**src/sv/lfu_pkg.sv**
```systemverilog
package lfu_pkg;

    // Table geometry
    localparam int CAPACITY = 16;
    localparam int KEY_BITS = 16;
    localparam int SLOT_W   = (CAPACITY > 1) ? $clog2(CAPACITY) : 1;
    localparam int CNT_W    = $clog2(CAPACITY + 1);

    // Field widths
    localparam int KEY_W     = 16;
    localparam int VALUE_W   = 32;
    localparam int COUNT_W   = 32;
    localparam int STAMP_W   = 40;
    localparam int CAP_REG_W = 5;
    localparam int PADDR_W   = 3;
    localparam int PDATA_W   = 32;

    // Register word index (paddr[2])
    localparam logic CFG_CAPACITY_IDX = 1'b0;
    localparam logic [CAP_REG_W-1:0] CAPACITY_RESET = CAP_REG_W'(16);

    // Request kinds
    localparam logic OP_GET = 1'b0;
    localparam logic OP_PUT = 1'b1;

    typedef enum logic
    {
        ST_IDLE,
        ST_SCAN
    } lfu_state_t;

    typedef struct packed
    {
        logic load_req;
        logic scan_step;
        logic commit;
    } lfu_cmd_t;

    typedef struct packed
    {
        logic scan_done;
        logic out_free;
    } lfu_status_t;

endpackage

```
**src/sv/lfu_ctrl.sv**
```systemverilog
module lfu_ctrl
    import lfu_pkg::*;
(
    input  logic        clk,
    input  logic        rst_n,
    input  logic        req_valid,
    output logic        req_ready,
    input  lfu_status_t status,
    output lfu_cmd_t    cmd
);

    lfu_state_t state_reg;
    lfu_state_t state_next;

    // State register
    always_ff @(posedge clk or negedge rst_n)
    begin
        if (!rst_n)
        begin
            state_reg <= ST_IDLE;
        end
        else
        begin
            state_reg <= state_next;
        end
    end

    // Next state and commands
    always_comb
    begin
        state_next = state_reg;
        cmd        = '0;
        req_ready  = 1'b0;
        case (state_reg)
            ST_IDLE:
            begin
                req_ready = 1'b1;
                if (req_valid)
                begin
                    cmd.load_req = 1'b1;
                    state_next   = ST_SCAN;
                end
            end
            ST_SCAN:
            begin
                cmd.scan_step = 1'b1;
                // commit once the scan is finished and the output slot is free
                if (status.scan_done && status.out_free)
                begin
                    cmd.commit = 1'b1;
                    state_next = ST_IDLE;
                end
            end
            default:
            begin
                state_next = ST_IDLE;
            end
        endcase
    end

endmodule

```
**src/sv/lfu_datapath.sv**
```systemverilog
module lfu_datapath
    import lfu_pkg::*;
(
    input  logic                 clk,
    input  logic                 rst_n,
    input  lfu_cmd_t             cmd,
    output lfu_status_t          status,
    input  logic                 in_opcode,
    input  logic [KEY_W-1:0]     in_key,
    input  logic [VALUE_W-1:0]   in_value,
    input  logic [CAP_REG_W-1:0] capacity,
    output logic                 out_valid,
    input  logic                 out_ready,
    output logic                 out_hit,
    output logic [VALUE_W-1:0]   out_read_value,
    output logic                 out_evicted,
    output logic [KEY_W-1:0]     out_evicted_key
);

    // Entry storage
    logic [KEY_BITS-1:0] key_mem   [CAPACITY];
    logic [VALUE_W-1:0]  value_mem [CAPACITY];
    logic [COUNT_W-1:0]  count_mem [CAPACITY];
    logic [STAMP_W-1:0]  stamp_mem [CAPACITY];
    logic [CAPACITY-1:0] valid_reg;

    logic [CNT_W-1:0]    occ_reg;
    logic [STAMP_W-1:0]  clock_reg;

    // Captured request
    logic                op_reg;
    logic [KEY_BITS-1:0] key_reg;
    logic [VALUE_W-1:0]  val_reg;

    // Scan pipeline
    logic [CNT_W-1:0]    cnt_reg;
    logic                pipe_vld_reg;
    logic [SLOT_W-1:0]   pipe_slot_reg;
    logic [KEY_BITS-1:0] rd_key_reg;
    logic [VALUE_W-1:0]  rd_value_reg;
    logic [COUNT_W-1:0]  rd_count_reg;
    logic [STAMP_W-1:0]  rd_stamp_reg;

    // Match and victim trackers
    logic                found_reg;
    logic [SLOT_W-1:0]   found_slot_reg;
    logic [VALUE_W-1:0]  found_val_reg;
    logic [COUNT_W-1:0]  found_cnt_reg;
    logic                vic_reg;
    logic [SLOT_W-1:0]   vic_slot_reg;
    logic [KEY_BITS-1:0] vic_key_reg;
    logic [COUNT_W-1:0]  vic_cnt_reg;
    logic [STAMP_W-1:0]  vic_stamp_reg;

    // Output register
    logic                out_valid_reg;
    logic                out_hit_reg;
    logic [VALUE_W-1:0]  out_value_reg;
    logic                out_evicted_reg;
    logic [KEY_W-1:0]    out_evkey_reg;

    logic                issue;
    logic                entry_live;
    logic                key_match;
    logic                better;
    logic [CNT_W-1:0]    cap_eff;
    logic                free_found;
    logic [SLOT_W-1:0]   free_slot;
    logic                wr_en;
    logic [SLOT_W-1:0]   wr_slot;
    logic [VALUE_W-1:0]  wr_value;
    logic [COUNT_W-1:0]  wr_count;
    logic                do_evict;
    logic                do_insert;

    assign issue = cmd.scan_step && (cnt_reg != CNT_W'(CAPACITY));

    // Memory read (one slot per cycle) and write at commit
    always_ff @(posedge clk)
    begin
        if (issue)
        begin
            rd_key_reg   <= key_mem[cnt_reg[SLOT_W-1:0]];
            rd_value_reg <= value_mem[cnt_reg[SLOT_W-1:0]];
            rd_count_reg <= count_mem[cnt_reg[SLOT_W-1:0]];
            rd_stamp_reg <= stamp_mem[cnt_reg[SLOT_W-1:0]];
        end
        if (wr_en)
        begin
            key_mem[wr_slot]   <= key_reg;
            value_mem[wr_slot] <= wr_value;
            count_mem[wr_slot] <= wr_count;
            stamp_mem[wr_slot] <= clock_reg;
        end
    end

    // Scan counter and read pipeline control
    always_ff @(posedge clk or negedge rst_n)
    begin
        if (!rst_n)
        begin
            cnt_reg       <= '0;
            pipe_vld_reg  <= 1'b0;
            pipe_slot_reg <= '0;
        end
        else
        begin
            pipe_vld_reg <= issue;
            if (cmd.load_req)
            begin
                cnt_reg <= '0;
            end
            else if (issue)
            begin
                cnt_reg       <= cnt_reg + CNT_W'(1);
                pipe_slot_reg <= cnt_reg[SLOT_W-1:0];
            end
        end
    end

    assign status.scan_done = (cnt_reg == CNT_W'(CAPACITY)) && !pipe_vld_reg;
    assign status.out_free  = !out_valid_reg || out_ready;

    // Compare the entry just read
    assign entry_live = pipe_vld_reg && valid_reg[pipe_slot_reg];
    assign key_match  = entry_live && !found_reg && (rd_key_reg == key_reg);
    assign better     = entry_live &&
                        (!vic_reg || (rd_count_reg < vic_cnt_reg) ||
                         ((rd_count_reg == vic_cnt_reg) && (rd_stamp_reg < vic_stamp_reg)));

    // Request capture and tracker data for the match and the victim
    always_ff @(posedge clk)
    begin
        if (cmd.load_req)
        begin
            op_reg  <= in_opcode;
            key_reg <= in_key[KEY_BITS-1:0];
            val_reg <= in_value;
        end
        if (key_match)
        begin
            found_slot_reg <= pipe_slot_reg;
            found_val_reg  <= rd_value_reg;
            found_cnt_reg  <= rd_count_reg;
        end
        if (better)
        begin
            vic_slot_reg  <= pipe_slot_reg;
            vic_key_reg   <= rd_key_reg;
            vic_cnt_reg   <= rd_count_reg;
            vic_stamp_reg <= rd_stamp_reg;
        end
    end

    // Tracker flags
    always_ff @(posedge clk or negedge rst_n)
    begin
        if (!rst_n)
        begin
            found_reg <= 1'b0;
            vic_reg   <= 1'b0;
        end
        else if (cmd.load_req)
        begin
            found_reg <= 1'b0;
            vic_reg   <= 1'b0;
        end
        else
        begin
            if (key_match)
            begin
                found_reg <= 1'b1;
            end
            if (better)
            begin
                vic_reg <= 1'b1;
            end
        end
    end

    // Effective capacity, clamped to the table size
    always_comb
    begin
        if (32'(capacity) > CAPACITY)
        begin
            cap_eff = CNT_W'(CAPACITY);
        end
        else
        begin
            cap_eff = CNT_W'(capacity);
        end
    end

    // Lowest free slot
    always_comb
    begin
        free_found = 1'b0;
        free_slot  = '0;
        for (int i = CAPACITY - 1; i >= 0; i--)
        begin
            if (!valid_reg[i])
            begin
                free_found = 1'b1;
                free_slot  = SLOT_W'(i);
            end
        end
    end

    // Commit decision
    always_comb
    begin
        wr_en     = 1'b0;
        wr_slot   = found_slot_reg;
        wr_value  = val_reg;
        wr_count  = (found_cnt_reg == '1) ? found_cnt_reg : found_cnt_reg + COUNT_W'(1);
        do_evict  = 1'b0;
        do_insert = 1'b0;
        if (op_reg == OP_GET)
        begin
            wr_value = found_val_reg;
            wr_en    = found_reg;
        end
        else if (cap_eff != '0)
        begin
            if (found_reg)
            begin
                wr_en = 1'b1;
            end
            else if ((occ_reg >= cap_eff) && vic_reg)
            begin
                do_evict = 1'b1;
                wr_en    = 1'b1;
                wr_slot  = vic_slot_reg;
                wr_count = COUNT_W'(1);
            end
            else if (free_found)
            begin
                do_insert = 1'b1;
                wr_en     = 1'b1;
                wr_slot   = free_slot;
                wr_count  = COUNT_W'(1);
            end
        end
        wr_en     = wr_en && cmd.commit;
        do_evict  = do_evict && cmd.commit;
        do_insert = do_insert && cmd.commit;
    end

    // Valid bits, occupancy and use clock
    always_ff @(posedge clk or negedge rst_n)
    begin
        if (!rst_n)
        begin
            valid_reg <= '0;
            occ_reg   <= '0;
            clock_reg <= '0;
        end
        else
        begin
            if (do_insert)
            begin
                valid_reg[wr_slot] <= 1'b1;
                occ_reg            <= occ_reg + CNT_W'(1);
            end
            if (wr_en)
            begin
                clock_reg <= clock_reg + STAMP_W'(1);
            end
        end
    end

    // Result register
    always_ff @(posedge clk or negedge rst_n)
    begin
        if (!rst_n)
        begin
            out_valid_reg <= 1'b0;
        end
        else if (cmd.commit)
        begin
            out_valid_reg <= 1'b1;
        end
        else if (out_ready)
        begin
            out_valid_reg <= 1'b0;
        end
    end

    always_ff @(posedge clk)
    begin
        if (cmd.commit)
        begin
            out_hit_reg     <= found_reg;
            out_value_reg   <= ((op_reg == OP_GET) && found_reg) ? found_val_reg : '0;
            out_evicted_reg <= do_evict;
            out_evkey_reg   <= do_evict ? KEY_W'(vic_key_reg) : '0;
        end
    end

    assign out_valid       = out_valid_reg;
    assign out_hit         = out_hit_reg;
    assign out_read_value  = out_value_reg;
    assign out_evicted     = out_evicted_reg;
    assign out_evicted_key = out_evkey_reg;

endmodule

```
**src/sv/lfu_cache_table.sv**
```systemverilog
// Channel   | Dir | Fields (low bit up)
// s_axis    | in  | tdata: lookup_key[15:0], store_value[47:16]; tuser: opcode
// m_axis    | out | tdata: read_value[31:0], evicted_key[47:32]; tuser: hit, evicted
// apb       | in  | reg 0 @ 0x0: capacity_in_use[4:0]
//
// A request is accepted in ST_IDLE; ST_SCAN then reads all 16 table slots, one slot per
// cycle, through the entry memory read port, drains the read register and commits, writing
// the slot; only after the commit is the next request accepted.
// The result sits in an output register; a stalled m_axis holds the commit only.
// Reset clears valid bits, occupancy and the use clock; capacity resets to 16.
module lfu_cache_table
    import lfu_pkg::*;
(
    input  logic               clk,
    input  logic               rst_n,
    input  logic               s_axis_tvalid,
    output logic               s_axis_tready,
    input  logic [47:0]        s_axis_tdata,   // lookup_key, store_value
    input  logic [0:0]         s_axis_tuser,   // opcode
    output logic               m_axis_tvalid,
    input  logic               m_axis_tready,
    output logic [47:0]        m_axis_tdata,   // read_value, evicted_key
    output logic [1:0]         m_axis_tuser,   // hit, evicted
    input  logic               psel,
    input  logic               penable,
    input  logic               pwrite,
    input  logic [PADDR_W-1:0] paddr,
    input  logic [PDATA_W-1:0] pwdata,
    output logic [PDATA_W-1:0] prdata,
    output logic               pready
);

    lfu_cmd_t               cmd;
    lfu_status_t            status;
    logic [CAP_REG_W-1:0]   capacity_reg;
    logic                   hit;
    logic                   evicted;
    logic [VALUE_W-1:0]     read_value;
    logic [KEY_W-1:0]       evicted_key;

    // Configuration register
    always_ff @(posedge clk or negedge rst_n)
    begin
        if (!rst_n)
        begin
            capacity_reg <= CAPACITY_RESET;
        end
        else if (psel && penable && pwrite && pready && (paddr[2] == CFG_CAPACITY_IDX))
        begin
            capacity_reg <= pwdata[CAP_REG_W-1:0];
        end
    end

    assign pready = 1'b1;
    assign prdata = (paddr[2] == CFG_CAPACITY_IDX) ? PDATA_W'(capacity_reg) : '0;

    lfu_ctrl u_ctrl
    (
        .clk       (clk),
        .rst_n     (rst_n),
        .req_valid (s_axis_tvalid),
        .req_ready (s_axis_tready),
        .status    (status),
        .cmd       (cmd)
    );

    lfu_datapath u_datapath
    (
        .clk             (clk),
        .rst_n           (rst_n),
        .cmd             (cmd),
        .status          (status),
        .in_opcode       (s_axis_tuser[0]),
        .in_key          (s_axis_tdata[KEY_W-1:0]),
        .in_value        (s_axis_tdata[KEY_W+VALUE_W-1:KEY_W]),
        .capacity        (capacity_reg),
        .out_valid       (m_axis_tvalid),
        .out_ready       (m_axis_tready),
        .out_hit         (hit),
        .out_read_value  (read_value),
        .out_evicted     (evicted),
        .out_evicted_key (evicted_key)
    );

    assign m_axis_tdata = {evicted_key, read_value};
    assign m_axis_tuser = {evicted, hit};

endmodule

```
**config.mk**
```make
export PLATFORM = sky130hd
export DESIGN_NAME = lfu_cache_table
export DESIGN_NICKNAME = d
export VERILOG_FILES = /design/src/sv/lfu_pkg.sv /design/src/sv/lfu_ctrl.sv /design/src/sv/lfu_datapath.sv /design/src/sv/lfu_cache_table.sv
export SDC_FILE = /design/constraint.sdc
export NUM_CORES = 2
export LEC_CHECK = 0
export BUFFER_PORTS_ARGS = -buffer_cell sky130_fd_sc_hd__buf_2
export CAP_MARGIN = 20
export CORE_AREA = 5 5 609 611
export CTS_BUF_LIST = sky130_fd_sc_hd__clkbuf_2
export CTS_CLUSTER_DIAMETER = 80
export DETAILED_ROUTE_END_ITERATION = 8
export DIE_AREA = 0 0 614 616
export PLACE_DENSITY = 0.38
export SYNTH_ARGS = -nofsm -noshare
export SYNTH_HDL_FRONTEND = slang
export SYNTH_HIERARCHICAL = 1
export SYNTH_SLANG_ARGS = --single-unit
export TNS_END_PERCENT = 5
```
**constraint.sdc**
```tcl
create_clock -name clk -period 20.5 [get_ports clk]
set_input_delay 4.1 -clock clk [delete_from_list [all_inputs] [get_ports clk]]
set_output_delay 4.1 -clock clk [all_outputs]
set_load 0.02 [all_outputs]
```
After elaboration in Yosys (flattened, before gate mapping):

Memories as Yosys holds them, arrays and structs flattened. A register that Yosys moved wholly into a read port is not among the register bits.
Index checks and enable logic that the tools add are counted.

* logic and storage cells: 160
* input bits: 91
* output and inout bits: 85
* register bits: 339
* memories kept: 4
* bits in writable memories: 1920

* reductions and logical operators: 30
* $lt $le $gt $ge: 7
* equal/unequal tests: 5
* bitwise gates (word level): 5
* muxes and demuxes: 80
* $add $sub $neg: 4

Memory list
* u_datapath.stamp_mem: words 16, bits a word 40, rd ports 1, clocked after Yosys merged registers in 1, wr ports 1, line lfu_datapath.sv:24 `logic [STAMP_W-1:0] stamp_mem [CAPACITY];`
* u_datapath.count_mem: words 16, bits a word 32, rd ports 1, clocked after Yosys merged registers in 1, wr ports 1, line lfu_datapath.sv:23 `logic [COUNT_W-1:0] count_mem [CAPACITY];`
* u_datapath.value_mem: words 16, bits a word 32, rd ports 1, clocked after Yosys merged registers in 1, wr ports 1, line lfu_datapath.sv:22 `logic [VALUE_W-1:0] value_mem [CAPACITY];`
* u_datapath.key_mem: words 16, bits a word 16, rd ports 1, clocked after Yosys merged registers in 1, wr ports 1, line lfu_datapath.sv:21 `logic [KEY_BITS-1:0] key_mem [CAPACITY];`

Operators with widths (number)
* 32-bit 2-to-1 mux: 7
* 4-bit 2-to-1 mux: 21
* 1-bit 2-to-1 mux: 44
* 40-bit by 1-bit adder with 40-bit output, second input constant: 1
* 40-bit < comparator: 1
* 32-bit by 1-bit adder with 32-bit output, second input constant: 1
* 32-bit == test: 1
* 32-bit == test, second input constant: 1
* 32-bit < comparator: 1
* 5-bit 2-to-1 mux: 4
* 1-bit logical AND: 17
* 16-bit == test: 1
* 16-bit bitwise OR: 1
* 5-bit by 1-bit adder with 5-bit output, second input constant: 2
* 4-bit by 5-bit < comparator with 1-bit output, second input constant: 2
* 2-bit nonzero test: 4
* 5-bit == test, second input constant: 1
* 5-bit >= comparator: 1
* 5-bit greater-than comparator, second input constant: 1
* 5-bit inequality test, second input constant: 1
* 5-bit nonzero test: 1
* 1-bit binary-select mux with 4-bit select: 1
* 1-bit demux with 4-bit select: 1
* 4-bit by 1-bit >= comparator with 1-bit output, second input constant: 1
* 6 further kinds: 14

Depth between registers and ports, before layout:

* depth after elaboration: 26
* gate-level depth with buffers: 13
* mapped depth without buffers: 10

By module:

The synthesis kept the hierarchy.

Modules (own cells, without submodules)
* lfu_datapath: instances 1, cells each 3899, seq. area each 70888.0 um^2, area an instance 90310.4 um^2
* lfu_cache_table: instances 1, cells each 48, seq. area each 126.4 um^2, area an instance 483.0 um^2
* lfu_ctrl: instances 1, cells each 7, seq. area each 25.0 um^2, area an instance 66.3 um^2

Worst setup path after synthesis:

Ideal clock, no wire load.

* path kind: input to register
* start: input port m_axis_tready
* end: memory u_datapath.count_mem[12][0], enable pin
* library setup time: 0.601 ns
* path buffers: 0
* data arrival time: 10.387 ns
* setup slack: 9.512 ns
* stages: 5
* path through: nand2b_1 > and3_4 > o311a_1 > nand3_1 > nor2_1

RTL lines
* from (decl): line lfu_cache_table.sv:21 `input logic m_axis_tready,`
* to (decl): line lfu_datapath.sv:23

Worst setup path in the final report:

* start: input port paddr[2]
* end: output port prdata[4]

* word-level cells in the longest chain between the ends: 1

Ends and longest elaborated chain
* from (decl): line lfu_cache_table.sv:27 `input logic [PADDR_W-1:0] paddr,`
* 5-bit 2-to-1 mux: line lfu_cache_table.sv:55 `assign prdata = (paddr[2] == CFG_CAPACITY_IDX) ? PDATA_W'(capacity_reg) : '0;`
* to (decl): line lfu_cache_table.sv:29 `output logic [PDATA_W-1:0] prdata,`

No other way between the ends.

==> results.yml <==
final_layout:
  fin_cells: 9957
  final_cell_mix: "edfxtp_1, clkbuf_2, mux4_2"
  final_common_cell: "edfxtp_1"
  largest_reg_flops: 640
  area_growth_pct: 14.2
  largest_registers: "u_datapath/stamp_mem: 640 flops, u_datapath/count_mem: 512 flops, u_datapath/value_mem: 512 flops"
  fillers: 36200
  final_nets: 4841
  top_register: "u_datapath/stamp_mem"
  drive_above_1_share_pct: 37.5
floorplan:
  dieArea_um2: 378000
  core_area_um2: 364000
  initial_utilization_pct: 24.9
  die_w_um: 614
  dieHeight_um: 616
  num_rows: 222
  ioPinCount: 176
logic_synthesis:
  synth_seq_cells: 2379
  netlist_instances: 3954
  yosysUniqueCellTypes: 68
  synth-main-ff-cell: "edfxtp_1"
  yosysTopAreaCell: "edfxtp_1"
  async_reset_ff_share_pct: 3.36
  yosys.area.top_type_share_pct: 76.0
  syn_area_um2: 90900
  synth_warnings: 6
  synth-seq-area-share_pct: 78.2
  syn_area_per_cell_um2: 23.0
  synth_edf_count: 2299
  yosys-top-cells-area: "edfxtp_1, mux4_2, dfrtp_1"
cts:
  postCtsSetupRepairBufs: 0
  cts_num_sinks: 2379
  cts_max_level: 6
  clock_path_buffers: 4
  clock_latency_ns: 1.97
  postCtsHoldBufs: 0
  clk_pin_slew_ns: 0.10
  cts_root_buf: "clkbuf_2"
  cts_buffers: 640
  cts_tree: "built"
  ctsResizeCount: 0
setup_path:
  cp_slowest_stage_delay_ns: 0.22
  cpLargestDelayFamily: "buffers and inverters"
  critPathRequiredTime_ns: 16.40
  crit_chain: "buf_2 -> and2b_2 -> buf_2"
  cp_max_fo: 6
  path_class: "input pin to output port"
  critPathLaunchType: "input pin"
  cpMaxStageDelayCell: "and2b_2"
  setup.worst_path.end_class: "output port"
  cp.buffers_inverters: 2
  critical_path_arrival_ns: 4.59
  crit_top_cell: "buf_2"
timing:
  finalClockSkew_ns: 0.195
  grt_setup_unrepaired: "false"
  fin_tns_setup_ns: 0
  min_period_ns: 8.69
  setup_ws_ns: 11.81
  maxSlewHeadroom_pct: 27.2
  timing.final.crit_share_pct: 42.4
  max_freq_mhz: 115
  worstMarginPinSlew_ns: 1.09
  finalSetupViolCount: 0
  slew_violations: 0
  hold_violations: 0
route:
  route.detailed.drc: 0
  viasPerCell: 4.33
  wl_per_cell_um: 24.7
  drt_pass1_iterations: 7
  routed_wl_mm: 246
  ant_nets: 0
  vias: 43100
  drtIter0Drc: 2930
power_and_ir_drop:
  finalPower_mw: 11.9
  ir_drop_mv: 0.0904
  pwr_density_cell_nw_per_um2: 115
  power_leakage_nw: 34.5
placed_design:
  port_buffers: 118
  post-place-cells: 8834
  dpl.hpwl_mm: 127
  place_ws_ns: 10.55
  gp_congestion: 0.690
grt:
  antenna_found_initial: 21
  grt_start_max_net_pins: 94
  grt_overflow: 0
  grt_pass1_vias: 47300
  grt_pass1_wl_mm: 350
  grtUsageTotal_pct: 12.8
worst_hold_path:
  hold_path.class: "flop to flop"
job:
  drv_cap: 0
run_status:
  status: "complete, no violations"
## cell type report
| class | instances | area, um2 | area share (%) |
|---|---|---|---|
| antenna | 8 | 20.0 | 0.0193 |
| inverter | 87 | 327 | 0.315 |
| clock inverter | 178 | 1230 | 1.18 |
| sequential | 2379 | 71100 | 68.5 |
| clock buffer | 928 | 4640 | 4.48 |
| tap | 4816 | 6030 | 5.81 |
| timing repair buffer | 237 | 1570 | 1.51 |
| multi-input combinational | 1324 | 18900 | 18.2 |
## per-stage QoR
stage / hold slack (ns) / instance area [um2] / util, %
finish: 0.301 / 104000 / 28.5
global placement: 0.404 / 97800 / 26.8
global route: 0.295 / 104000 / 28.5
floorplan: 0.400 / 91000 / -
detailed placement: 0.406 / 97800 / 26.8
CTS: 0.272 / 104000 / 28.5
## worst paths after layout
| path | cells after the start | start | slack, ns | end |
|---|---|---|---|---|
| max | 3 | paddr[2] | 11.81 | prdata[4] |
| min | 0 | u_datapath/rd_value_reg[30] | 0.30 | u_datapath/found_val_reg[30] |
| max reg2reg | 10 | u_datapath/cnt_reg[0] | 13.67 | u_datapath/stamp_mem[6][8] |
| min reg2reg | 0 | u_datapath/rd_value_reg[30] | 0.30 | u_datapath/found_val_reg[30] |
| max in group asynchronous | 2 | rst_n | 16.90 | u_datapath/cnt_reg[3] |
| min in group asynchronous | 1 | rst_n | 2.13 | u_datapath/clock_reg[27] |
## where the power goes
part           internal (mW)  leakage (nW)  switching, mW
sequential              5.63          22.4          0.222
clock                   1.43          4.44           1.99
combinational           1.34          7.67           1.32
## metal layers
metal	track usage [%]	part of all wire, %	up-vias
met1	16.3	43	23300
li1	-	-	18400
met4	3.75	2.3	2
met5	0	0.0053	-
met3	2.50	4.2	414
met2	22.0	51	1045
## cell families after synthesis
logic type                 share of synthesized area (%)
buffers and inverters                               1.28
AOI/OAI and AO/OA                                  0.851
adders and majority gates                           1.12
and+or+nand+nor                                     2.16
DFF                                                 78.2
other                                            0.00827
xor gates and xnor gates                           0.848
muxes                                               15.6
## synth_stat cells, drive strengths merged (2+ instances only)
master,count
nor4,10
xor2,45
and3,20
o21bai,8
o21ai,23
o41ai,2
nor2b,9
ha,81
a21o,6
and2,54
clkbuf,118
or3,10
a2bb2oi,2
dfrtp,79
nand4,38
inv,87
nor2,77
and2b,6
a21oi,38
nor3,16
a211o,2
and4,9
mux2i,2
a2111oi,5
a31oi,3
o2111ai,3
a31o,2
nand2,57
mux4,605
buf,72
o211ai,3
a211oi,4
conb,2
nand2b,3
xnor2,43
nand3,43
mux2,43
or4,3
edfxtp,2299
a41o,6
nand4b,2
No activity file was read; power rests on OpenSTA's default activity.
